`src/design/lfbc_pkg.sv`:
```
`timescale 1ns / 1ps
// ----------------------------------------------------------------------------
// LIN frame builder/checker package
// Shared widths, codes, controller states and the control/status bundles.
// ----------------------------------------------------------------------------
package lfbc_pkg;

  localparam int unsigned ACTION_W      = 3;
  localparam int unsigned ID_W          = 6;
  localparam int unsigned LEN_W         = 4;
  localparam int unsigned BYTE_W        = 8;
  localparam int unsigned KIND_W        = 2;
  localparam int unsigned STATUS_W      = 2;
  localparam int unsigned DEF_MAX_PAYLOAD = 8;

  localparam logic [BYTE_W-1:0] SYNC_BYTE = 8'h55;

  typedef enum logic [ACTION_W-1:0] {
    ACT_TX_START = 3'd0,
    ACT_TX_DATA  = 3'd1,
    ACT_RX_START = 3'd2,
    ACT_RX_BYTE  = 3'd3,
    ACT_RX_END   = 3'd4
  } action_t;

  typedef enum logic [1:0] {
    PH_IDLE = 2'd0,
    PH_TX   = 2'd1,
    PH_RX   = 2'd2
  } phase_t;

  typedef enum logic [KIND_W-1:0] {
    KIND_TX_BYTE  = 2'd0,
    KIND_RX_DATA  = 2'd1,
    KIND_RX_STAT  = 2'd2
  } kind_t;

  typedef enum logic [STATUS_W-1:0] {
    ST_OK       = 2'd0,
    ST_CSUM_ERR = 2'd1,
    ST_TIMEOUT  = 2'd2
  } status_t;

  typedef enum logic [2:0] {
    SEL_SYNC,
    SEL_PID,
    SEL_DATA,
    SEL_CSUM,
    SEL_RX_BYTE,
    SEL_ERR_CSUM,
    SEL_ERR_TIMEOUT
  } out_sel_t;

  typedef enum logic [3:0] {
    S_IDLE,
    S_DECODE,
    S_HDR_SYNC,
    S_HDR_PID,
    S_TX_ECHO,
    S_TX_ECHO_LAST,
    S_TX_CSUM,
    S_ERR_CSUM,
    S_ERR_TIMEOUT,
    S_FETCH,
    S_DRAIN
  } ctrl_state_t;

  typedef struct packed {
    logic     latch;
    logic     upd_start;
    logic     upd_tx;
    logic     rx_store;
    logic     set_idle;
    logic     idx_clr;
    logic     idx_inc;
    logic     load_out;
    logic     out_last;
    out_sel_t out_sel;
  } lfbc_cmd_t;

  typedef struct packed {
    logic [ACTION_W-1:0] action;
    phase_t              phase;
    logic                tx_done;
    logic                rx_full;
    logic                csum_match;
    logic                out_free;
    logic                idx_last;
  } lfbc_sts_t;

  // Protected identifier: P0 in bit 6, inverted P1 in bit 7.
  function automatic logic [BYTE_W-1:0] make_pid(input logic [ID_W-1:0] id);
    logic p0;
    logic p1;
    p0 = id[0] ^ id[1] ^ id[2] ^ id[4];
    p1 = ~(id[1] ^ id[3] ^ id[4] ^ id[5]);
    return {p1, p0, id};
  endfunction

endpackage

```
`src/design/lfbc_in_if.sv`:
```
`timescale 1ns / 1ps
// ----------------------------------------------------------------------------
// LIN frame builder/checker input channel
// Valid/ready channel carrying one action item.
// ----------------------------------------------------------------------------
interface lfbc_in_if;
  import lfbc_pkg::*;

  logic                valid;
  logic                ready;
  logic [ACTION_W-1:0] action;
  logic [ID_W-1:0]     frame_number;
  logic                enhanced_mode;
  logic [LEN_W-1:0]    payload_length;
  logic [BYTE_W-1:0]   data_value;

  modport source (
    output valid, action, frame_number, enhanced_mode, payload_length, data_value,
    input  ready
  );

  modport sink (
    input  valid, action, frame_number, enhanced_mode, payload_length, data_value,
    output ready
  );

endinterface

```
`src/design/lfbc_out_if.sv`:
```
`timescale 1ns / 1ps
// ----------------------------------------------------------------------------
// LIN frame builder/checker result channel
// Valid/ready channel carrying one result word.
// ----------------------------------------------------------------------------
interface lfbc_out_if;
  import lfbc_pkg::*;

  logic                valid;
  logic                ready;
  logic [KIND_W-1:0]   out_kind;
  logic [BYTE_W-1:0]   byte_value;
  logic [STATUS_W-1:0] status;
  logic                last_flag;

  modport source (
    output valid, out_kind, byte_value, status, last_flag,
    input  ready
  );

  modport sink (
    input  valid, out_kind, byte_value, status, last_flag,
    output ready
  );

endinterface

```
`src/design/lfbc_ram.sv`:
```
`timescale 1ns / 1ps
// ----------------------------------------------------------------------------
// Generic RAM
// One write port, one read port, registered read data.
// ----------------------------------------------------------------------------
module lfbc_ram #(
  parameter int unsigned WIDTH = 8,
  parameter int unsigned DEPTH = 8,
  localparam int unsigned AW   = (DEPTH > 1) ? $clog2(DEPTH) : 1
) (
  input  logic             clk,
  input  logic             we,
  input  logic [AW-1:0]    waddr,
  input  logic [WIDTH-1:0] wdata,
  input  logic [AW-1:0]    raddr,
  output logic [WIDTH-1:0] rdata
);

  logic [WIDTH-1:0] mem [DEPTH];
  logic [WIDTH-1:0] rdata_r;

  always_ff @(posedge clk) begin
    if (we) begin
      mem[waddr] <= wdata;
    end
    rdata_r <= mem[raddr];
  end

  assign rdata = rdata_r;

endmodule

```
`src/design/lfbc_dp.sv`:
```
`timescale 1ns / 1ps
// ----------------------------------------------------------------------------
// LIN frame builder/checker datapath
// Item latch, frame counters, checksum accumulator, receive buffer and the
// result register.
// ----------------------------------------------------------------------------
module lfbc_dp #(
  parameter int unsigned MAX_PAYLOAD = 8
) (
  input  logic                          clk,
  input  logic                          rst_n,
  input  lfbc_pkg::lfbc_cmd_t           cmd,
  output lfbc_pkg::lfbc_sts_t           sts,
  input  logic [lfbc_pkg::ACTION_W-1:0] in_action,
  input  logic [lfbc_pkg::ID_W-1:0]     in_frame_number,
  input  logic                          in_enhanced_mode,
  input  logic [lfbc_pkg::LEN_W-1:0]    in_payload_length,
  input  logic [lfbc_pkg::BYTE_W-1:0]   in_data_value,
  output logic                          out_valid,
  input  logic                          out_ready,
  output logic [lfbc_pkg::KIND_W-1:0]   out_kind,
  output logic [lfbc_pkg::BYTE_W-1:0]   out_byte_value,
  output logic [lfbc_pkg::STATUS_W-1:0] out_status,
  output logic                          out_last_flag
);
  import lfbc_pkg::*;

  localparam int unsigned AW = (MAX_PAYLOAD > 1) ? $clog2(MAX_PAYLOAD) : 1;
  localparam logic [LEN_W-1:0] MAX_LEN = LEN_W'(MAX_PAYLOAD);

  // latched item
  logic [ACTION_W-1:0] act_r;
  logic [ID_W-1:0]     id_r;
  logic                enh_r;
  logic [LEN_W-1:0]    len_r;
  logic [BYTE_W-1:0]   data_r;

  // frame state
  phase_t              phase_r, phase_nxt;
  logic [LEN_W-1:0]    exp_r, exp_nxt;
  logic [LEN_W-1:0]    cnt_r, cnt_nxt;
  logic [BYTE_W-1:0]   sum_r, sum_nxt;
  logic [AW-1:0]       idx_r, idx_nxt;

  // result register
  logic                out_valid_r, out_valid_nxt;
  logic [KIND_W-1:0]   kind_r, kind_nxt;
  logic [BYTE_W-1:0]   byte_r, byte_nxt;
  logic [STATUS_W-1:0] stat_r, stat_nxt;
  logic                last_r, last_nxt;

  logic [BYTE_W-1:0]   pid;
  logic [BYTE_W-1:0]   sum_added;
  logic [LEN_W-1:0]    len_clamped;
  logic [LEN_W-1:0]    cnt_inc;
  logic [BYTE_W-1:0]   rd_data;
  logic                out_free;

  // 8-bit add with end-around carry
  function automatic logic [BYTE_W-1:0] sum_add(input logic [BYTE_W-1:0] a,
                                                input logic [BYTE_W-1:0] b);
    logic [BYTE_W:0] s;
    s = {1'b0, a} + {1'b0, b};
    return s[BYTE_W] ? (s[BYTE_W-1:0] + 8'd1) : s[BYTE_W-1:0];
  endfunction

  assign pid       = make_pid(id_r);
  assign sum_added = sum_add(sum_r, data_r);
  assign cnt_inc   = cnt_r + 4'd1;
  assign out_free  = !out_valid_r || out_ready;

  always_comb begin
    priority if (len_r == '0) begin
      len_clamped = 4'd1;
    end else if (len_r > MAX_LEN) begin
      len_clamped = MAX_LEN;
    end else begin
      len_clamped = len_r;
    end
  end

  lfbc_ram #(
    .WIDTH (BYTE_W),
    .DEPTH (MAX_PAYLOAD)
  ) u_rx_buf (
    .clk   (clk),
    .we    (cmd.rx_store),
    .waddr (cnt_r[AW-1:0]),
    .wdata (data_r),
    .raddr (idx_r),
    .rdata (rd_data)
  );

  always_ff @(posedge clk) begin
    if (cmd.latch) begin
      act_r  <= in_action;
      id_r   <= in_frame_number;
      enh_r  <= in_enhanced_mode;
      len_r  <= in_payload_length;
      data_r <= in_data_value;
    end
    kind_r <= kind_nxt;
    byte_r <= byte_nxt;
    stat_r <= stat_nxt;
    last_r <= last_nxt;
    idx_r  <= idx_nxt;
  end

  always_ff @(posedge clk) begin
    if (!rst_n) begin
      phase_r     <= PH_IDLE;
      exp_r       <= '0;
      cnt_r       <= '0;
      sum_r       <= '0;
      out_valid_r <= 1'b0;
    end else begin
      phase_r     <= phase_nxt;
      exp_r       <= exp_nxt;
      cnt_r       <= cnt_nxt;
      sum_r       <= sum_nxt;
      out_valid_r <= out_valid_nxt;
    end
  end

  // frame state update
  always_comb begin
    phase_nxt = phase_r;
    exp_nxt   = exp_r;
    cnt_nxt   = cnt_r;
    sum_nxt   = sum_r;
    idx_nxt   = idx_r;
    if (cmd.upd_start) begin
      phase_nxt = (act_r == ACT_TX_START) ? PH_TX : PH_RX;
      exp_nxt   = len_clamped;
      cnt_nxt   = '0;
      sum_nxt   = enh_r ? pid : '0;
    end
    if (cmd.upd_tx || cmd.rx_store) begin
      sum_nxt = sum_added;
      cnt_nxt = cnt_inc;
    end
    if ((cmd.upd_tx && sts.tx_done) || cmd.set_idle) begin
      phase_nxt = PH_IDLE;
    end
    if (cmd.idx_clr) begin
      idx_nxt = '0;
    end else if (cmd.idx_inc) begin
      idx_nxt = idx_r + 1'b1;
    end
  end

  // result register
  always_comb begin
    out_valid_nxt = out_valid_r;
    kind_nxt      = kind_r;
    byte_nxt      = byte_r;
    stat_nxt      = stat_r;
    last_nxt      = last_r;
    if (out_valid_r && out_ready) begin
      out_valid_nxt = 1'b0;
    end
    if (cmd.load_out) begin
      out_valid_nxt = 1'b1;
      last_nxt      = cmd.out_last;
      kind_nxt      = KIND_TX_BYTE;
      stat_nxt      = ST_OK;
      byte_nxt      = '0;
      unique case (cmd.out_sel)
        SEL_SYNC:        byte_nxt = SYNC_BYTE;
        SEL_PID:         byte_nxt = pid;
        SEL_DATA:        byte_nxt = data_r;
        SEL_CSUM:        byte_nxt = ~sum_r;
        SEL_RX_BYTE: begin
          kind_nxt = KIND_RX_DATA;
          byte_nxt = rd_data;
        end
        SEL_ERR_CSUM: begin
          kind_nxt = KIND_RX_STAT;
          stat_nxt = ST_CSUM_ERR;
        end
        SEL_ERR_TIMEOUT: begin
          kind_nxt = KIND_RX_STAT;
          stat_nxt = ST_TIMEOUT;
        end
        default: begin
          kind_nxt = KIND_TX_BYTE;
        end
      endcase
    end
  end

  always_comb begin
    sts.action     = act_r;
    sts.phase      = phase_r;
    sts.tx_done    = (cnt_inc >= exp_r);
    sts.rx_full    = (cnt_r >= exp_r) || (cnt_r >= MAX_LEN);
    sts.csum_match = (~sum_r == data_r);
    sts.out_free   = out_free;
    sts.idx_last   = ((LEN_W'(idx_r) + 4'd1) == cnt_r);
  end

  assign out_valid      = out_valid_r;
  assign out_kind       = kind_r;
  assign out_byte_value = byte_r;
  assign out_status     = stat_r;
  assign out_last_flag  = last_r;

`ifndef SYNTHESIS
  a_load_when_free: assert property (@(posedge clk) disable iff (!rst_n)
    cmd.load_out |-> out_free)
    else $error("result register overwritten while occupied");

  a_store_in_range: assert property (@(posedge clk) disable iff (!rst_n)
    cmd.rx_store |-> (cnt_r < exp_r) && (cnt_r < MAX_LEN))
    else $error("receive buffer written beyond frame length");

  a_drain_after_close: assert property (@(posedge clk) disable iff (!rst_n)
    (cmd.load_out && cmd.out_sel == SEL_RX_BYTE) |-> phase_r == PH_IDLE)
    else $error("receive data released while frame still open");

  a_open_frame_len: assert property (@(posedge clk) disable iff (!rst_n)
    (phase_r != PH_IDLE) |-> (exp_r != '0) && (exp_r <= MAX_LEN))
    else $error("open frame with length out of range");
`endif

endmodule

```
`src/design/lfbc_ctrl.sv`:
```
`timescale 1ns / 1ps
// ----------------------------------------------------------------------------
// LIN frame builder/checker controller
// Decodes each accepted item against the frame phase and sequences the
// result words it causes.
// ----------------------------------------------------------------------------
module lfbc_ctrl (
  input  logic                clk,
  input  logic                rst_n,
  input  logic                in_valid,
  output logic                in_ready,
  input  lfbc_pkg::lfbc_sts_t sts,
  output lfbc_pkg::lfbc_cmd_t cmd
);
  import lfbc_pkg::*;

  ctrl_state_t state_r, state_nxt;

  always_ff @(posedge clk) begin
    if (!rst_n) begin
      state_r <= S_IDLE;
    end else begin
      state_r <= state_nxt;
    end
  end

  always_comb begin
    state_nxt = state_r;
    cmd       = '0;
    in_ready  = 1'b0;
    unique case (state_r)
      S_IDLE: begin
        in_ready = 1'b1;
        if (in_valid) begin
          cmd.latch = 1'b1;
          state_nxt = S_DECODE;
        end
      end
      S_DECODE: begin
        priority if (sts.action == ACT_TX_START || sts.action == ACT_RX_START) begin
          cmd.upd_start = 1'b1;
          state_nxt     = S_HDR_SYNC;
        end else if (sts.action == ACT_TX_DATA && sts.phase == PH_TX) begin
          cmd.upd_tx = 1'b1;
          state_nxt  = sts.tx_done ? S_TX_ECHO_LAST : S_TX_ECHO;
        end else if (sts.action == ACT_RX_BYTE && sts.phase == PH_RX) begin
          if (!sts.rx_full) begin
            cmd.rx_store = 1'b1;
            state_nxt    = S_IDLE;
          end else begin
            // checksum byte: close the frame, then drain or report
            cmd.set_idle = 1'b1;
            cmd.idx_clr  = 1'b1;
            state_nxt    = sts.csum_match ? S_FETCH : S_ERR_CSUM;
          end
        end else if (sts.action == ACT_RX_END && sts.phase == PH_RX) begin
          cmd.set_idle = 1'b1;
          state_nxt    = S_ERR_TIMEOUT;
        end else begin
          state_nxt = S_IDLE;
        end
      end
      S_HDR_SYNC: begin
        if (sts.out_free) begin
          cmd.load_out = 1'b1;
          cmd.out_sel  = SEL_SYNC;
          state_nxt    = S_HDR_PID;
        end
      end
      S_HDR_PID: begin
        if (sts.out_free) begin
          cmd.load_out = 1'b1;
          cmd.out_sel  = SEL_PID;
          state_nxt    = S_IDLE;
        end
      end
      S_TX_ECHO: begin
        if (sts.out_free) begin
          cmd.load_out = 1'b1;
          cmd.out_sel  = SEL_DATA;
          state_nxt    = S_IDLE;
        end
      end
      S_TX_ECHO_LAST: begin
        if (sts.out_free) begin
          cmd.load_out = 1'b1;
          cmd.out_sel  = SEL_DATA;
          state_nxt    = S_TX_CSUM;
        end
      end
      S_TX_CSUM: begin
        if (sts.out_free) begin
          cmd.load_out = 1'b1;
          cmd.out_sel  = SEL_CSUM;
          cmd.out_last = 1'b1;
          state_nxt    = S_IDLE;
        end
      end
      S_ERR_CSUM: begin
        if (sts.out_free) begin
          cmd.load_out = 1'b1;
          cmd.out_sel  = SEL_ERR_CSUM;
          cmd.out_last = 1'b1;
          state_nxt    = S_IDLE;
        end
      end
      S_ERR_TIMEOUT: begin
        if (sts.out_free) begin
          cmd.load_out = 1'b1;
          cmd.out_sel  = SEL_ERR_TIMEOUT;
          cmd.out_last = 1'b1;
          state_nxt    = S_IDLE;
        end
      end
      S_FETCH: begin
        // buffer read address settles here, data is registered for S_DRAIN
        state_nxt = S_DRAIN;
      end
      S_DRAIN: begin
        if (sts.out_free) begin
          cmd.load_out = 1'b1;
          cmd.out_sel  = SEL_RX_BYTE;
          cmd.out_last = sts.idx_last;
          cmd.idx_inc  = 1'b1;
          state_nxt    = sts.idx_last ? S_IDLE : S_FETCH;
        end
      end
      default: begin
        state_nxt = S_IDLE;
      end
    endcase
  end

`ifndef SYNTHESIS
  a_ready_only_idle: assert property (@(posedge clk) disable iff (!rst_n)
    in_ready |-> (cmd.load_out == 1'b0) && (cmd.upd_start == 1'b0))
    else $error("item accepted while a result is being produced");

  a_single_update: assert property (@(posedge clk) disable iff (!rst_n)
    $onehot0({cmd.upd_start, cmd.upd_tx, cmd.rx_store, cmd.set_idle}))
    else $error("conflicting frame state updates");

  a_latch_then_decode: assert property (@(posedge clk) disable iff (!rst_n)
    cmd.latch |=> state_r == S_DECODE)
    else $error("latched item not decoded");
`endif

endmodule

```
`src/design/lin_frame_builder_checker_top.sv`:
```
`timescale 1ns / 1ps
// ----------------------------------------------------------------------------
// LIN frame builder/checker
// Master-side LIN frame engine: header bytes, transmit checksum, receive
// buffering and checksum check.
// ----------------------------------------------------------------------------
// One item is handled at a time. An item is latched in the cycle it is accepted
// and decoded in the next, then each result word it causes is loaded into the
// output register from a state of its own, which waits until that register is
// free. Releasing a frame that passed its checksum reads every buffered byte
// from the receive buffer RAM through its registered read port, fetching each
// byte in S_FETCH before loading it in S_DRAIN. Ready comes back as soon as the
// last result word sits in the output register, so the next item is taken
// while that word waits on the result channel.
module lin_frame_builder_checker_top #(
  parameter int unsigned MAX_PAYLOAD = lfbc_pkg::DEF_MAX_PAYLOAD
) (
  input  logic       clk,
  input  logic       rst_n,
  lfbc_in_if.sink    in_ch,
  lfbc_out_if.source out_ch
);
  import lfbc_pkg::*;

  lfbc_cmd_t cmd;
  lfbc_sts_t sts;
  logic      in_ready;

  assign in_ch.ready = in_ready;

  lfbc_ctrl u_ctrl (
    .clk      (clk),
    .rst_n    (rst_n),
    .in_valid (in_ch.valid),
    .in_ready (in_ready),
    .sts      (sts),
    .cmd      (cmd)
  );

  lfbc_dp #(
    .MAX_PAYLOAD (MAX_PAYLOAD)
  ) u_dp (
    .clk               (clk),
    .rst_n             (rst_n),
    .cmd               (cmd),
    .sts               (sts),
    .in_action         (in_ch.action),
    .in_frame_number   (in_ch.frame_number),
    .in_enhanced_mode  (in_ch.enhanced_mode),
    .in_payload_length (in_ch.payload_length),
    .in_data_value     (in_ch.data_value),
    .out_valid         (out_ch.valid),
    .out_ready         (out_ch.ready),
    .out_kind          (out_ch.out_kind),
    .out_byte_value    (out_ch.byte_value),
    .out_status        (out_ch.status),
    .out_last_flag     (out_ch.last_flag)
  );

endmodule
```
`src/flat_wrapper.sv`:
```
// flat-port wrapper written by rule: the top's interface ports become plain ports
module lin_frame_builder_checker_top_flat import lfbc_pkg::*;
#(
  parameter int unsigned MAX_PAYLOAD = lfbc_pkg::DEF_MAX_PAYLOAD
)
  (clk, rst_n, in_ch_valid, in_ch_action, in_ch_frame_number, in_ch_enhanced_mode, in_ch_payload_length, in_ch_data_value, in_ch_ready, out_ch_valid, out_ch_out_kind, out_ch_byte_value, out_ch_status, out_ch_last_flag, out_ch_ready);
  lfbc_in_if in_ch_i ();
  lfbc_out_if out_ch_i ();
  input  logic clk;
  input  logic rst_n;
  input wire logic [$bits(in_ch_i.valid)-1:0] in_ch_valid;
  input wire logic [$bits(in_ch_i.action)-1:0] in_ch_action;
  input wire logic [$bits(in_ch_i.frame_number)-1:0] in_ch_frame_number;
  input wire logic [$bits(in_ch_i.enhanced_mode)-1:0] in_ch_enhanced_mode;
  input wire logic [$bits(in_ch_i.payload_length)-1:0] in_ch_payload_length;
  input wire logic [$bits(in_ch_i.data_value)-1:0] in_ch_data_value;
  output wire logic [$bits(in_ch_i.ready)-1:0] in_ch_ready;
  output wire logic [$bits(out_ch_i.valid)-1:0] out_ch_valid;
  output wire logic [$bits(out_ch_i.out_kind)-1:0] out_ch_out_kind;
  output wire logic [$bits(out_ch_i.byte_value)-1:0] out_ch_byte_value;
  output wire logic [$bits(out_ch_i.status)-1:0] out_ch_status;
  output wire logic [$bits(out_ch_i.last_flag)-1:0] out_ch_last_flag;
  input wire logic [$bits(out_ch_i.ready)-1:0] out_ch_ready;
  assign in_ch_i.valid = in_ch_valid;
  assign in_ch_i.action = in_ch_action;
  assign in_ch_i.frame_number = in_ch_frame_number;
  assign in_ch_i.enhanced_mode = in_ch_enhanced_mode;
  assign in_ch_i.payload_length = in_ch_payload_length;
  assign in_ch_i.data_value = in_ch_data_value;
  assign in_ch_ready = in_ch_i.ready;
  assign out_ch_valid = out_ch_i.valid;
  assign out_ch_out_kind = out_ch_i.out_kind;
  assign out_ch_byte_value = out_ch_i.byte_value;
  assign out_ch_status = out_ch_i.status;
  assign out_ch_last_flag = out_ch_i.last_flag;
  assign out_ch_i.ready = out_ch_ready;
  lin_frame_builder_checker_top #(.MAX_PAYLOAD(MAX_PAYLOAD)) u_core (.clk(clk), .rst_n(rst_n), .in_ch(in_ch_i), .out_ch(out_ch_i));
endmodule
```
`config.mk`:
```
export PLATFORM = sky130hd
export DESIGN_NAME = lin_frame_builder_checker_top_flat
export DESIGN_NICKNAME = d
export VERILOG_FILES = /design/src/design/lfbc_pkg.sv /design/src/design/lfbc_in_if.sv /design/src/design/lfbc_out_if.sv /design/src/design/lfbc_ram.sv /design/src/design/lfbc_dp.sv /design/src/design/lfbc_ctrl.sv /design/src/design/lin_frame_builder_checker_top.sv /design/src/flat_wrapper.sv
export SDC_FILE = /design/constraint.sdc
export NUM_CORES = 1
export LEC_CHECK = 0
export BUFFER_PORTS_ARGS = -buffer_cell sky130_fd_sc_hd__buf_2
export CORE_MARGIN = 10
export CORE_UTILIZATION = 45
export DETAILED_ROUTE_END_ITERATION = 16
export HOLD_SLACK_MARGIN = 0.15
export RECOVER_POWER = 50
export SYNTH_ARGS = -nofsm -noshare
export SYNTH_HDL_FRONTEND = slang
export SYNTH_HIERARCHICAL = 1
export SYNTH_SLANG_ARGS = --single-unit
```
`constraint.sdc`:
```
create_clock -name clk -period 4.27 [get_ports clk]
set_clock_uncertainty 0.1 [all_clocks]
set_input_delay 0.427 -clock clk [delete_from_list [all_inputs] [get_ports clk]]
set_output_delay 0.427 -clock clk [all_outputs]
set_load 0.05 [all_outputs]
```
Word-level counts from Yosys, hierarchy flattened
Memory sizes are Yosys's and may differ from the RTL's. A register that Yosys moved wholly into a read port is not among the register bits.
Cells that the tools add are included.
{ "totals": {"output_inout_bits": 15, "wordCells": 142, "ramBits": 64, "n_memories": 1, "ff_bits": 61} }
{ "op_classes": {"n_bitwise": 9, "order_cmp": 4, "n_eq_ne": 29, "n_reduce_logical": 23, "muxes": 55, "n_addsub": 5} }
{ "mem_list": {"columns": ["name", "words", "width", "rd", "rd_ports_with_merged_regs", "wr", "line_no", "text"], "rows": [
  ["u_core.u_dp.u_rx_buf.mem", 8, 8, 1, 1, 1, "lfbc_ram.sv:19", "logic [WIDTH-1:0] mem [DEPTH];"]
]} }
{ "op_table": {"columns": ["operator", "count"], "rows": [
  ["2-to-1 mux 4 bit", 17],
  ["one-hot mux 8 bit (5 select lines)", 1],
  ["2-to-1 mux 8 bit", 4],
  ["one-hot mux 4 bit (7 select lines)", 1],
  ["2-to-1 mux 5 bit", 4],
  ["2-to-1 mux 1 bit", 18],
  ["one-hot mux 3 bit (6 select lines)", 1],
  ["== test 4 x 3 -> 1 bit (second input constant)", 4],
  ["== test 3 x 2 -> 1 bit (second input constant)", 4],
  ["== test 3 bit (second input constant)", 4],
  ["== test 4 bit (second input constant)", 3],
  ["adder 8 x 8 -> 9 bit", 1],
  ["adder 8 x 1 -> 8 bit (second input constant)", 1],
  ["== test 4 x 2 -> 1 bit (second input constant)", 2],
  ["== test 8 bit", 1],
  [">= comparator 4 bit", 2],
  ["logical NOT 4 bit", 2],
  ["!= test 2 bit (second input constant)", 4],
  ["inverter 8 bit", 1],
  ["one-hot mux 2 bit (2 select lines)", 2],
  ["== test 3 x 1 -> 1 bit (second input constant)", 2],
  ["logical NOT 3 bit", 2],
  ["2-to-1 mux 2 bit", 3],
  ["2-to-1 mux 6 bit", 1],
  ["23 further kinds", 40]
]} }

Depth between registers and ports, before layout
Gate-level depths: netlist of run 1.
{ "logic_depth": {"ltp_word": 10, "mapped_depth": 13, "ltp_nobuf": 12} }

Cells and area by module
Netlist of run 1, hierarchy kept.
{ "by_module_without_submodules": {"columns": ["mod", "cells_each", "area_each_um2", "instances", "seq_area_each_um2"], "rows": [
  ["lfbc_dp", 307, 3110.5, 1, 1491.4],
  ["lfbc_ram", 114, 2691.3, 1, 2082.0],
  ["lfbc_ctrl", 86, 595.6, 1, 80.1]
]} }

Worst setup path before layout of run 1
OpenSTA, ideal clock, no wires.
{ "synth_path": {"path_type": "register to register", "from": "register u_core.u_ctrl.state_r[3]", "to": "register u_core.u_dp.act_r[0], enable pin", "synth_period_minus_slack_ns": 3.422, "arrival_time_ns": 2.942, "setup_time_ns": 0.381, "stages_incl_launch_ff": 5, "setup_slack_ns": 0.848, "path_buffers": 2, "path_cell_list": "dfxtp_1 buf_6 buf_2 nor4_1 and2_1"} }
{ "synth_lines": {"columns": ["element", "line_no", "text"], "rows": [
  ["start: declaration", "lfbc_ctrl.sv:17", "ctrl_state_t state_r, state_nxt;"],
  ["start signal: assignment", "lfbc_ctrl.sv:23", "state_r <= state_nxt;"],
  ["end signal: assignment", "lfbc_dp.sv:96", "act_r <= in_action;"],
  ["end: declaration", "lfbc_dp.sv:32", "logic [ACTION_W-1:0] act_r;"]
]} }

==> impl_summary.txt, run 1 <==
----------------------------------------------------
[Timing]
  Final hold viol count ... 0
  Slack of the critical path ... 853 ps
  Slew HR ... 0.0830
  Accumulated negative setup slack ... 0 ps
  Post-route minimum period ... 3420 ps
  Maximum clock frequency ... 293 MHz
  Unrepaired setup endpoints after global routing ... no
  Share of the clock period used by the worst path ... 0.800
  Worst-margin pin slew ... 1380 ps
  Setup violators final ... 0
  Number of max-slew violations in the final report ... 0

[Worst setup path]
  Startpoint kind of the worst setup timing path ... register
  Worst path max stage delay ... 600 ps
  Critical Setup Path Class ... reg -> reg
  CP arrival ... 3370 ps
  Cells along the critical path ... inv_1, ha_1, nand2b_1, a21oi_1, nor2b_1, o21ai_0, nand2_1, nor3_1, nand2_1, nor2_1
  Number of buffers and inverters on the critical path ... 1
  Worst reg-to-reg setup slack ... 850 ps
  Kind of cell adding the most delay to the critical path ... simple AND/OR/NAND/NOR gates
  Cell type with the highest occurrence count on the critical path ... nand2_1
  Biggest fanout along the worst timing path ... 12
  Critical path launch point ... u_core/u_dp/cnt_r[0]
  Source of the worst register-to-register timing path ... u_core/u_dp/cnt_r[0]
  Worst-path cell with the longest stage delay ... nor2_1
  Category of the worst setup path capture point ... register
  Required @ worst endpoint ... 4220 ps

[Clock network]
  Number of setup buffers added after CTS ... 0
  Count of cells resized by post-cts repair ... 0
  Number of CTS-inserted buffers ... 17
  CTS sink cnt ... 133
  Number of buffers on the longest clock path ... 2
  Clock tree from TritonCTS ... yes
  Clock-pin slew on the worst setup and hold paths ... 60 ps
  CTS Root Cell ... clkbuf_16
  Later-pin clock latency in the skew report ... 420 ps
  H-tree depth ... 4

[Finish]
  Number of antenna repair diodes ... 0
  Synthesis-to-finish area growth ... 17.5%
  Layout Cell Area excl Fill ... 0.00752 sq mm
  Flip-flop and latch area ... 0.00365 sq mm
  Most frequent standard cell in the layout excluding fill and tap cells ... edfxtp_1
  Area of the multi-input gates ... 0.00254 sq mm
  Count of fill cells added during filler insertion ... 1166
  Non-Filler Instances ... 764
  Final-stage net count ... 618
  Fraction of layout cells with a size suffix above 1 ... 0.144
  Most used cells in the layout excluding fill and tap cells ... edfxtp_1, nor2_1, dfxtp_1, a21oi_1, nand2_1

[Drt]
  Via count normalized by instance count ... 5.54
  Antenna Nets Post-Route ... 0
  # DRC ... 0
  First-iteration detailed-routing DRC count ... 369
  Iteration count of the initial detailed-routing pass ... 6
  Routed len/inst ... 19.0 um
  Routed wire length ... 14500 um
  Total number of vias ... 4232

[Global routing]
  Global Route Usage Sum ... 0.151
  Wire length of the first global-routing pass ... 23100 um
  Maximum number of pins on one net before global-route repair ... 22
  Number of antenna violations at the first check in global routing ... 0
  Gr ovfl total ... 0
  Via count of the first global-routing pass ... 4213

[Power]
  Sequential Power Share ... 0.479
  Power share of the clock group ... 0.468
  Net switching component of the power ... 0.694 mW
  Sw frac ... 0.228
  Static power due to leakage ... 2.63 nW
  Overall power after layout ... 3.04 mW
  Worst VDD drop ... 0.228 mV
  Part of the power in combinational logic ... 0.053
  Areal power density over the cells ... 405 mW/mm^2
  Design internal power ... 2.35 mW

[Floorplan]
  Initial cell density of the core ... 0.461
  Width of the die ... 139 um
  Placeable Area ... 0.0139 sq mm
  Boundary pin count ... 41
  Die area ... 0.0194 sq mm
  Floorplan die height ... 139 um
  Number of cell rows ... 43

[Synthesis]
  Post-synth top area share ... 0.465
  Share of flip-flops with an asynchronous set or reset after synthesis ... 0
  Main synth FF type ... edfxtp_1
  Syn nets ... 554
  Dominant cells by area after synthesis ... edfxtp_1, dfxtp_1, mux4_1
  Number of storage elements in the synthesis netlist ... 133
  Cell type with the highest aggregate area in the netlist ... edfxtp_1
  Share of the yosys chip area belonging to registers ... 0.571
  Post-Synthesis Cell Area ... 0.00640 sq mm
  Count of unique library cells instantiated by Yosys ... 74
  Mean instance size in the synthesized netlist ... 12.6 sq um
  Post-synth EDFFs ... 99
  Post-synthesis cell count ... 507
  Warnings, synthesis ... 6

[Place]
  Worst slack at placement ... 859 ps
  Number of placed cells counting well taps ... 710
  Routability-driven placement congestion ratio ... 0.856
  Placed Instance Area ... 0.00675 sq mm
  IO buf count ... 40
  Detailed placement HPWL ... 10200 um

[Status]
  Run status ... finished, final reports clean

[Job]
  Number of max-capacitance violations reported ... 0

[Worst hold path]
  Critical hold path startpoint ... rst_n
  Hold/Removal Path Class ... in -> reg

----------------------------------------------------
==> registers in the layout, indices dropped and copies added, names as in the netlist, 3 cells and up <==
register	cells
u_core/u_ctrl/state_r	4
u_core/u_dp/act_r	3
u_core/u_dp/cnt_r	4
u_core/u_dp/data_r	8
u_core/u_dp/exp_r	4
u_core/u_dp/id_r	6
u_core/u_dp/idx_r	3
u_core/u_dp/len_r	4
u_core/u_dp/out_byte_value	8
u_core/u_dp/sum_r	8
u_core/u_dp/u_rx_buf/mem	64
u_core/u_dp/u_rx_buf/rdata	8
==> per-stage QoR <==
step	hold WS (ps)	util
global placement	356	0.486
detailed placement	364	0.486
finish	211	0.542
floorplan	341	-
global route	209	0.542
CTS	193	0.544
==> Yosys cell counts, drive strengths merged, types with 9 or more instances <==
library cell   n
mux2           9
nand3         15
xor2          12
nand2         31
nor2b          9
ha            20
inv           21
nand2b        13
nor2          40
nor3          19
clkbuf        12
mux4          16
o21ai         20
dfxtp         34
buf           11
a21oi         34
edfxtp        99
==> power by group through the flow <==
stage	registers, mW	logic, mW	clock network [mW]
after floorplan	1.47	0.107	0
after global placement	1.48	0.145	0
after detailed placement	1.48	0.148	0
after CTS	1.46	0.164	1.45
after global routing	1.46	0.180	1.51
final	1.46	0.162	1.43
==> metal layers <==
metal,GRT usage,share of wire,vias to the layer above
met1,0.201,0.47,2046
met5,0,0,-
met3,0.0330,0.044,21
li1,-,-,2051
met4,0.0686,0.021,0
met2,0.232,0.47,114
==> worst reg2reg max path: stages, from the launching register on <==
cell      delay (ps)
dfxtp_1          590
inv_1            150
ha_1             310
nand2b_1         140
a21oi_1          140
nor2b_1           60
o21ai_0          140
nand2_1          120
nor3_1           480
nand2_1          210
nor2_1           600
==> final timing paths <==
path                                    endpoint  cells after the start
setup / recovery  u_core/u_dp/u_rx_buf/mem[7][6]                     10
hold reg to reg             u_core/u_dp/exp_r[1]                      2
hold / removal          u_core/u_ctrl/state_r[3]                      3
setup reg to reg  u_core/u_dp/u_rx_buf/mem[7][6]                     10
==> timing repair <==
action                                 in CTS  in global routing
hold buffers                               22                  0
endpoints found under the hold margin      22                  0
setup endpoints to repair                   0                  0
==> cell families after synthesis <==
kind of cell | after synthesis | synth area share
mux | 33 | 0.0941
buf+inv | 45 | 0.0336
flops | 133 | 0.571
fa+ha+maj | 21 | 0.0422
xor+xnor | 20 | 0.0297
compound gates | 101 | 0.102
simple gates | 154 | 0.127
==> final cells by class <==
cell class,instances,area share
repair buffers,68,0.0586
clock inverters,14,0.0203
well taps,180,0.0300
inverters,22,0.0110
multi-input cells,329,0.337
flip-flops and latches,133,0.486
clock buffers,18,0.0571
Power figures use the tool's default switching activity.
==> inputs of run 2 (changes only) <==
--- a/config.mk
+++ b/config.mk
@@ -5,6 +5,7 @@
 export SDC_FILE = /design/constraint.sdc
 export NUM_CORES = 1
 export LEC_CHECK = 0
+export ABC_AREA = 1
 export BUFFER_PORTS_ARGS = -buffer_cell sky130_fd_sc_hd__buf_2
 export CORE_MARGIN = 10
 export CORE_UTILIZATION = 45
==> constraint.sdc (replaced) <==
create_clock -name clk -period 3.5 [get_ports clk]
set_clock_uncertainty 0.1 [all_clocks]
set_input_delay 0.35 -clock clk [delete_from_list [all_inputs] [get_ports clk]]
set_output_delay 0.35 -clock clk [all_outputs]
set_load 0.05 [all_outputs]
==> impl_summary.txt, run 2 <==
----------------------------------------------------
[Status]
  Run status ... complete, but fails checks
  Violations in the final reports ... max-capacitance violations, max-slew violations

[Place]
  Detailed placement HPWL ... 12000 um
  IO buf count ... 40
  Placed Instance Area ... 0.00713 sq mm
  Routability-driven placement congestion ratio ... 0.894

[Drt]
  Total number of vias ... 5158
  Antenna Nets Post-Route ... 0
  # DRC ... 0
  Routed wire length ... 16400 um
  Via count normalized by instance count ... 4.99
  First-iteration detailed-routing DRC count ... 414
  Routed len/inst ... 15.9 um
  Iteration count of the initial detailed-routing pass ... 7

[Synthesis]
  Syn nets ... 803
  Dominant cells by area after synthesis ... edfxtp_1, nand2_1, dfxtp_1
  Post-Synthesis Cell Area ... 0.00673 sq mm
  Post-synthesis cell count ... 756
  Post-synth top area share ... 0.442
  Count of unique library cells instantiated by Yosys ... 45
  Most used standard cell by instance count after synthesis ... nand2_1
  Cell type with the highest aggregate area in the netlist ... edfxtp_1
  Leading post-synthesis cells by instance count ... nand2_1, inv_1, edfxtp_1, nand3_1, nor2_1
  Number of storage elements in the synthesis netlist ... 133
  Warnings, synthesis ... 6
  Share of flip-flops with an asynchronous set or reset after synthesis ... 0
  Mean instance size in the synthesized netlist ... 8.90 sq um
  Share of the yosys chip area belonging to registers ... 0.543
  Post-synth EDFFs ... 99
  Main synth FF type ... edfxtp_1

[Worst setup path]
  Worst reg-to-reg setup slack ... 470 ps
  CP arrival ... 3300 ps
  Startpoint kind of the worst setup timing path ... register
  Source of the worst register-to-register timing path ... u_core/u_dp/idx_r[0]
  R2r worst-path depth ... 7
  Terminus of the critical flop-to-flop path ... u_core/u_dp/u_rx_buf/rdata[2]
  Critical path launch point ... u_core/u_dp/idx_r[0]
  Required @ worst endpoint ... 3770 ps
  Category of the worst setup path capture point ... register
  Critical Setup Path Class ... reg -> reg
  Biggest fanout along the worst timing path ... 37

[Timing]
  Unrepaired setup endpoints after global routing ... no
  Number of max-slew violations in the final report ... 38
  Worst-margin pin slew ... 1680 ps
  Maximum clock frequency ... 330 MHz
  Accumulated negative setup slack ... 0 ps
  Share of the clock period used by the worst path ... 0.867
  Final hold viol count ... 0
  Post-route minimum period ... 3030 ps
  Slew HR ... -0.123
  Setup violators final ... 0

[Floorplan]
  Initial cell density of the core ... 0.461
  Boundary pin count ... 41
  Width of the die ... 142 um
  Number of cell rows ... 44
  Die area ... 0.0202 sq mm
  Placeable Area ... 0.0146 sq mm
  Floorplan die height ... 142 um

[Clock network]
  Clock tree from TritonCTS ... yes
  CTS sink cnt ... 133
  Count of cells resized by post-cts repair ... 0
  Hold_buf cts ... 24
  H-tree depth ... 4
  Number of setup buffers added after CTS ... 0
  CTS Root Cell ... clkbuf_16
  Later-pin clock latency in the skew report ... 420 ps
  Number of buffers on the longest clock path ... 2
  Clock-pin slew on the worst setup and hold paths ... 60 ps
  Number of CTS-inserted buffers ... 17

[Finish]
  Layout Cell Area excl Fill ... 0.00789 sq mm
  Number of flip-flops in the largest register ... 64
  Final-stage net count ... 884
  Register with the most flip-flops ... u_core/u_dp/u_rx_buf/mem
  Number of antenna repair diodes ... 0
  Most used cells in the layout excluding fill and tap cells ... nand2_1, inv_1, edfxtp_1, nand3_1, nor2_1
  Synthesis-to-finish area growth ... 17.2%
  Most frequent standard cell in the layout excluding fill and tap cells ... nand2_1
  Fraction of layout cells with a size suffix above 1 ... 0.128

[Job]
  Number of max-capacitance violations reported ... 1

[Global routing]
  Gr ovfl total ... 0
  Global Route Usage Sum ... 0.166
  Via count of the first global-routing pass ... 5003
  Wire length of the first global-routing pass ... 25900 um
  Number of antenna violations at the first check in global routing ... 0
  Maximum number of pins on one net before global-route repair ... 38

[Power]
  Power share of the clock group ... 0.430
  Net switching component of the power ... 1.07 mW
  Sw frac ... 0.269
  Areal power density over the cells ... 504 mW/mm^2
  Sequential Power Share ... 0.462
  Part of the power in combinational logic ... 0.108
  Worst VDD drop ... 0.430 mV
  Overall power after layout ... 3.98 mW
  Design internal power ... 2.90 mW
  Static power due to leakage ... 3.45 nW

[Worst hold path]
  Critical hold path startpoint ... in_ch_valid
  Hold Path End ... u_core/u_ctrl/state_r[0]
  Hold path cells ... 6
  Hold/Removal Path Class ... in -> reg

----------------------------------------------------
==> run 2: changes by cell type in the layout (fill, tap and decap cells not counted), moves of 10 or more <==
cell	change
mux4_1	-15
xor2_1	-10
nand3_1	+41
nand2_1	+195
inv_1	+100
nand2b_1	-13
inv_2	+12
==> run 2: critical path: stages (launching register included) <==
cell	delay, ps
dfxtp_1	330
clkbuf_1	1220
inv_2	660
nand2_1	250
nand3_1	160
nand2_1	100
nand2_1	50
nand2_1	90
==> run 2: area by class of cell <==
| class | instances | area (sq um) |
|---|---|---|
| tap | 184 | 230 |
| timing repair buffer | 76 | 505 |
| fill | 1304 | 6700 |
| clock inverter | 14 | 139 |
| multi-input combinational | 474 | 2430 |
| clock buffer | 17 | 425 |
| sequential | 133 | 3650 |
| inverter | 135 | 507 |
==> run 2: logic make-up (layout without fill, tap and decap cells) <==
| kind of cell | Yosys count | in the layout | share of synthesized area |
|---|---|---|---|
| and+or+nand+nor | 367 | 367 | 0.240 |
| buffers and inverters | 149 | 242 | 0.0939 |
| DFF | 133 | 133 | 0.543 |
| AOI/OAI and AO/OA | 75 | 75 | 0.0686 |
| adders and majority gates | 21 | 21 | 0.0402 |
| xor gates and xnor gates | 11 | 11 | 0.0143 |
==> run 2: worst max-delay path by stage <==
stage / end
2_1_floorplan: u_core/u_dp/act_r[0]
6_report: u_core/u_dp/u_rx_buf/rdata[2]
3_5_place_dp: u_core/u_dp/sum_r[6]
3_3_place_gp: u_core/u_dp/u_rx_buf/mem[1][1]
5_1_grt: u_core/u_dp/u_rx_buf/rdata[2]
4_1_cts: u_core/u_dp/sum_r[6]
==> run 2: power groups by stage <==
| stage | logic, mW | clock network, mW | registers (mW) |
|---|---|---|---|
| finish | 0.430 | 1.71 | 1.84 |
| global route | 0.482 | 1.82 | 1.84 |
| CTS | 0.435 | 1.74 | 1.84 |
| detailed placement | 0.412 | 0 | 1.87 |
| global placement | 0.402 | 0 | 1.87 |
| floorplan | 0.309 | 0 | 1.86 |
==> run 2: per-layer routing <==
metal | global-route usage | wire length (um) | vias to the layer above
met2 | 0.259 | 7760 | 155
met4 | 0.0592 | 264 | 0
met5 | 0 | 0 | -
met3 | 0.0391 | 992 | 16
met1 | 0.220 | 7420 | 2381
li1 | - | - | 2606
==> run 2: stage by stage <==
step | instances | hold WS (ps) | util | setup WS, ps
after floorplan | 756 | 345 | - | 811
after global placement | 978 | 360 | 0.489 | 609
after detailed placement | 978 | 359 | 0.489 | 494
after CTS | 1033 | 275 | 0.544 | 476
after global routing | 1033 | 290 | 0.541 | 173
final | 1033 | 272 | 0.541 | 465
==> inputs of run 3 (changes only) <==
--- a/config.mk
+++ b/config.mk
@@ -8,7 +8,7 @@
 export ABC_AREA = 1
 export BUFFER_PORTS_ARGS = -buffer_cell sky130_fd_sc_hd__buf_2
 export CORE_MARGIN = 10
-export CORE_UTILIZATION = 45
+export CORE_UTILIZATION = 25
 export DETAILED_ROUTE_END_ITERATION = 16
 export HOLD_SLACK_MARGIN = 0.15
 export RECOVER_POWER = 50
==> impl_summary.txt, run 3 (synthesis gave the netlist of run 2 again) <==
----------------------------------------------------
[Timing]
  Worst-margin pin slew ... 1280 ps
  Post-route minimum period ... 3030 ps
  Slack of the critical path ... 473 ps
  Share of the clock period used by the worst path ... 0.865
  Final hold viol count ... 0
  Accumulated negative setup slack ... 0 ps
  Setup violators final ... 0
  Unrepaired setup endpoints after global routing ... no
  Worst slack on hold paths ... 256 ps
  Number of max-slew violations in the final report ... 0
  Slew HR ... 0.148
  Maximum clock frequency ... 330 MHz

[Global routing]
  Gr ovfl total ... 0
  Wire length of the first global-routing pass ... 26400 um
  Maximum number of pins on one net before global-route repair ... 38
  Number of antenna violations at the first check in global routing ... 0
  Global Route Usage Sum ... 0.0996
  Via count of the first global-routing pass ... 5012

[Place]
  Worst slack at placement ... 571 ps
  IO buf count ... 40
  Placed Instance Area ... 0.00733 sq mm
  Number of placed cells counting well taps ... 1131
  Routability-driven placement congestion ratio ... 0.833
  Detailed placement HPWL ... 12000 um

[Worst setup path]
  Category of the worst setup path capture point ... register
  Required @ worst endpoint ... 3690 ps
  Startpoint kind of the worst setup timing path ... register
  Worst path max stage delay ... 520 ps
  Cells along the critical path ... inv_1, ha_1, inv_1, a21boi_0, o21a_1, o21ai_0, nand2_1, nor3_1, nor2_2, inv_2, nor2_4, a22oi_1, a21oi_2
  Number of buffers and inverters on the critical path ... 3
  Critical Setup Path Class ... reg -> reg
  Worst-path cell with the longest stage delay ... dfxtp_1
  Kind of cell adding the most delay to the critical path ... simple AND/OR/NAND/NOR gates
  CP arrival ... 3220 ps
  Cell type with the highest occurrence count on the critical path ... inv_1
  Biggest fanout along the worst timing path ... 10

[Drt]
  Total number of vias ... 5054
  Iteration count of the initial detailed-routing pass ... 5
  Met3 WL ... 782 um
  Detailed-routed wire length on met2 ... 7360 um
  Routed wire length ... 16300 um
  Metal1 wirelength ... 7890 um
  First-iteration detailed-routing DRC count ... 394
  # DRC ... 0
  Via count normalized by instance count ... 4.26
  Antenna Nets Post-Route ... 0
  Top sig layer ... met4
  Routed len/inst ... 13.7 um

[Clock network]
  Later-pin clock latency in the skew report ... 420 ps
  Number of CTS-inserted buffers ... 17
  CTS Root Cell ... clkbuf_16
  Number of buffers on the longest clock path ... 2
  Clock tree from TritonCTS ... yes
  Clock-pin slew on the worst setup and hold paths ... 60 ps
  CTS sink cnt ... 133
  H-tree depth ... 4
  Count of cells resized by post-cts repair ... 0

[Floorplan]
  Die area ... 0.0339 sq mm
  Floorplan die height ... 184 um
  Number of cell rows ... 59
  Width of the die ... 184 um
  Initial cell density of the core ... 0.256
  Boundary pin count ... 41
  Placeable Area ... 0.0263 sq mm

[Finish]
  Most frequent standard cell in the layout excluding fill and tap cells ... nand2_1
  Number of flip-flops in the largest register ... 64
  Final design utilization ... 0.311
  Final-stage net count ... 886
  Synthesis-to-finish area growth ... 21.6%
  Number of antenna repair diodes ... 0
  Register with the most flip-flops ... u_core/u_dp/u_rx_buf/mem
  Count of fill cells added during filler insertion ... 2743
  Non-Filler Instances ... 1187
  Fraction of layout cells with a size suffix above 1 ... 0.130
  Layout Cell Area excl Fill ... 0.00818 sq mm
  Most used cells in the layout excluding fill and tap cells ... nand2_1, inv_1, edfxtp_1, nand3_1, nor2_1

[Power]
  Worst VDD drop ... 0.305 mV
  Static power due to leakage ... 3.48 nW
  Overall power after layout ... 4.23 mW
  Areal power density over the cells ... 517 mW/mm^2

[Worst hold path]
  Hold/Removal Path Class ... in -> reg

[Status]
  Run status ... finished, final reports clean

[Job]
  Number of max-capacitance violations reported ... 0

----------------------------------------------------
[run 3: area by class of cell]
type / count / area, sq um / area share
sequential: 133 / 3650 / 0.446
multi-input combinational: 474 / 2430 / 0.298
timing repair buffer: 78 / 515 / 0.0630
inverter: 135 / 509 / 0.0622
clock buffer: 17 / 425 / 0.0520
tap: 335 / 419 / 0.0512
clock inverter: 15 / 225 / 0.0275
[run 3: worst paths after layout]
kind,start,to,slack (ps),depth (start not counted)
setup reg to reg,u_core/u_dp/cnt_r[0],u_core/u_dp/sum_r[6],470,13
hold reg to reg,u_core/u_dp/exp_r[1],u_core/u_dp/exp_r[1],370,2
hold / removal,in_ch_valid,u_core/u_ctrl/state_r[3],260,6
setup / recovery,u_core/u_dp/cnt_r[0],u_core/u_dp/sum_r[6],470,13
[run 3: repair_timing]
item | 4_1_cts | 5_1_grt
endpoints found under the hold margin | 25 | 0
hold buffers | 24 | 0
endpoints found under the setup margin | 0 | 0
setup buffers | 0 | 0
[run 3: power breakdown]
part	switching, mW	internal, mW	leakage (nW)
Sequential	0.0693	1.77	1.18
Clock	0.689	1.27	0.314
Combinational	0.288	0.147	2.00
Total	1.05	3.18	3.48
[run 3: routing by layer]
layer / vias to the layer above / track usage
li1: 2611 / -
met1: 2311 / 0.133
met2: 119 / 0.154
met3: 13 / 0.0213
met4: 0 / 0.0383
met5: - / 0
[run 3: worst reg2reg max path: stages (launching register included)]
cell,delay [ps]
dfxtp_1,520
inv_1,120
ha_1,300
inv_1,60
a21boi_0,80
o21a_1,180
o21ai_0,160
nand2_1,110
nor3_1,470
nor2_2,180
inv_2,200
nor2_4,100
a22oi_1,240
a21oi_2,80
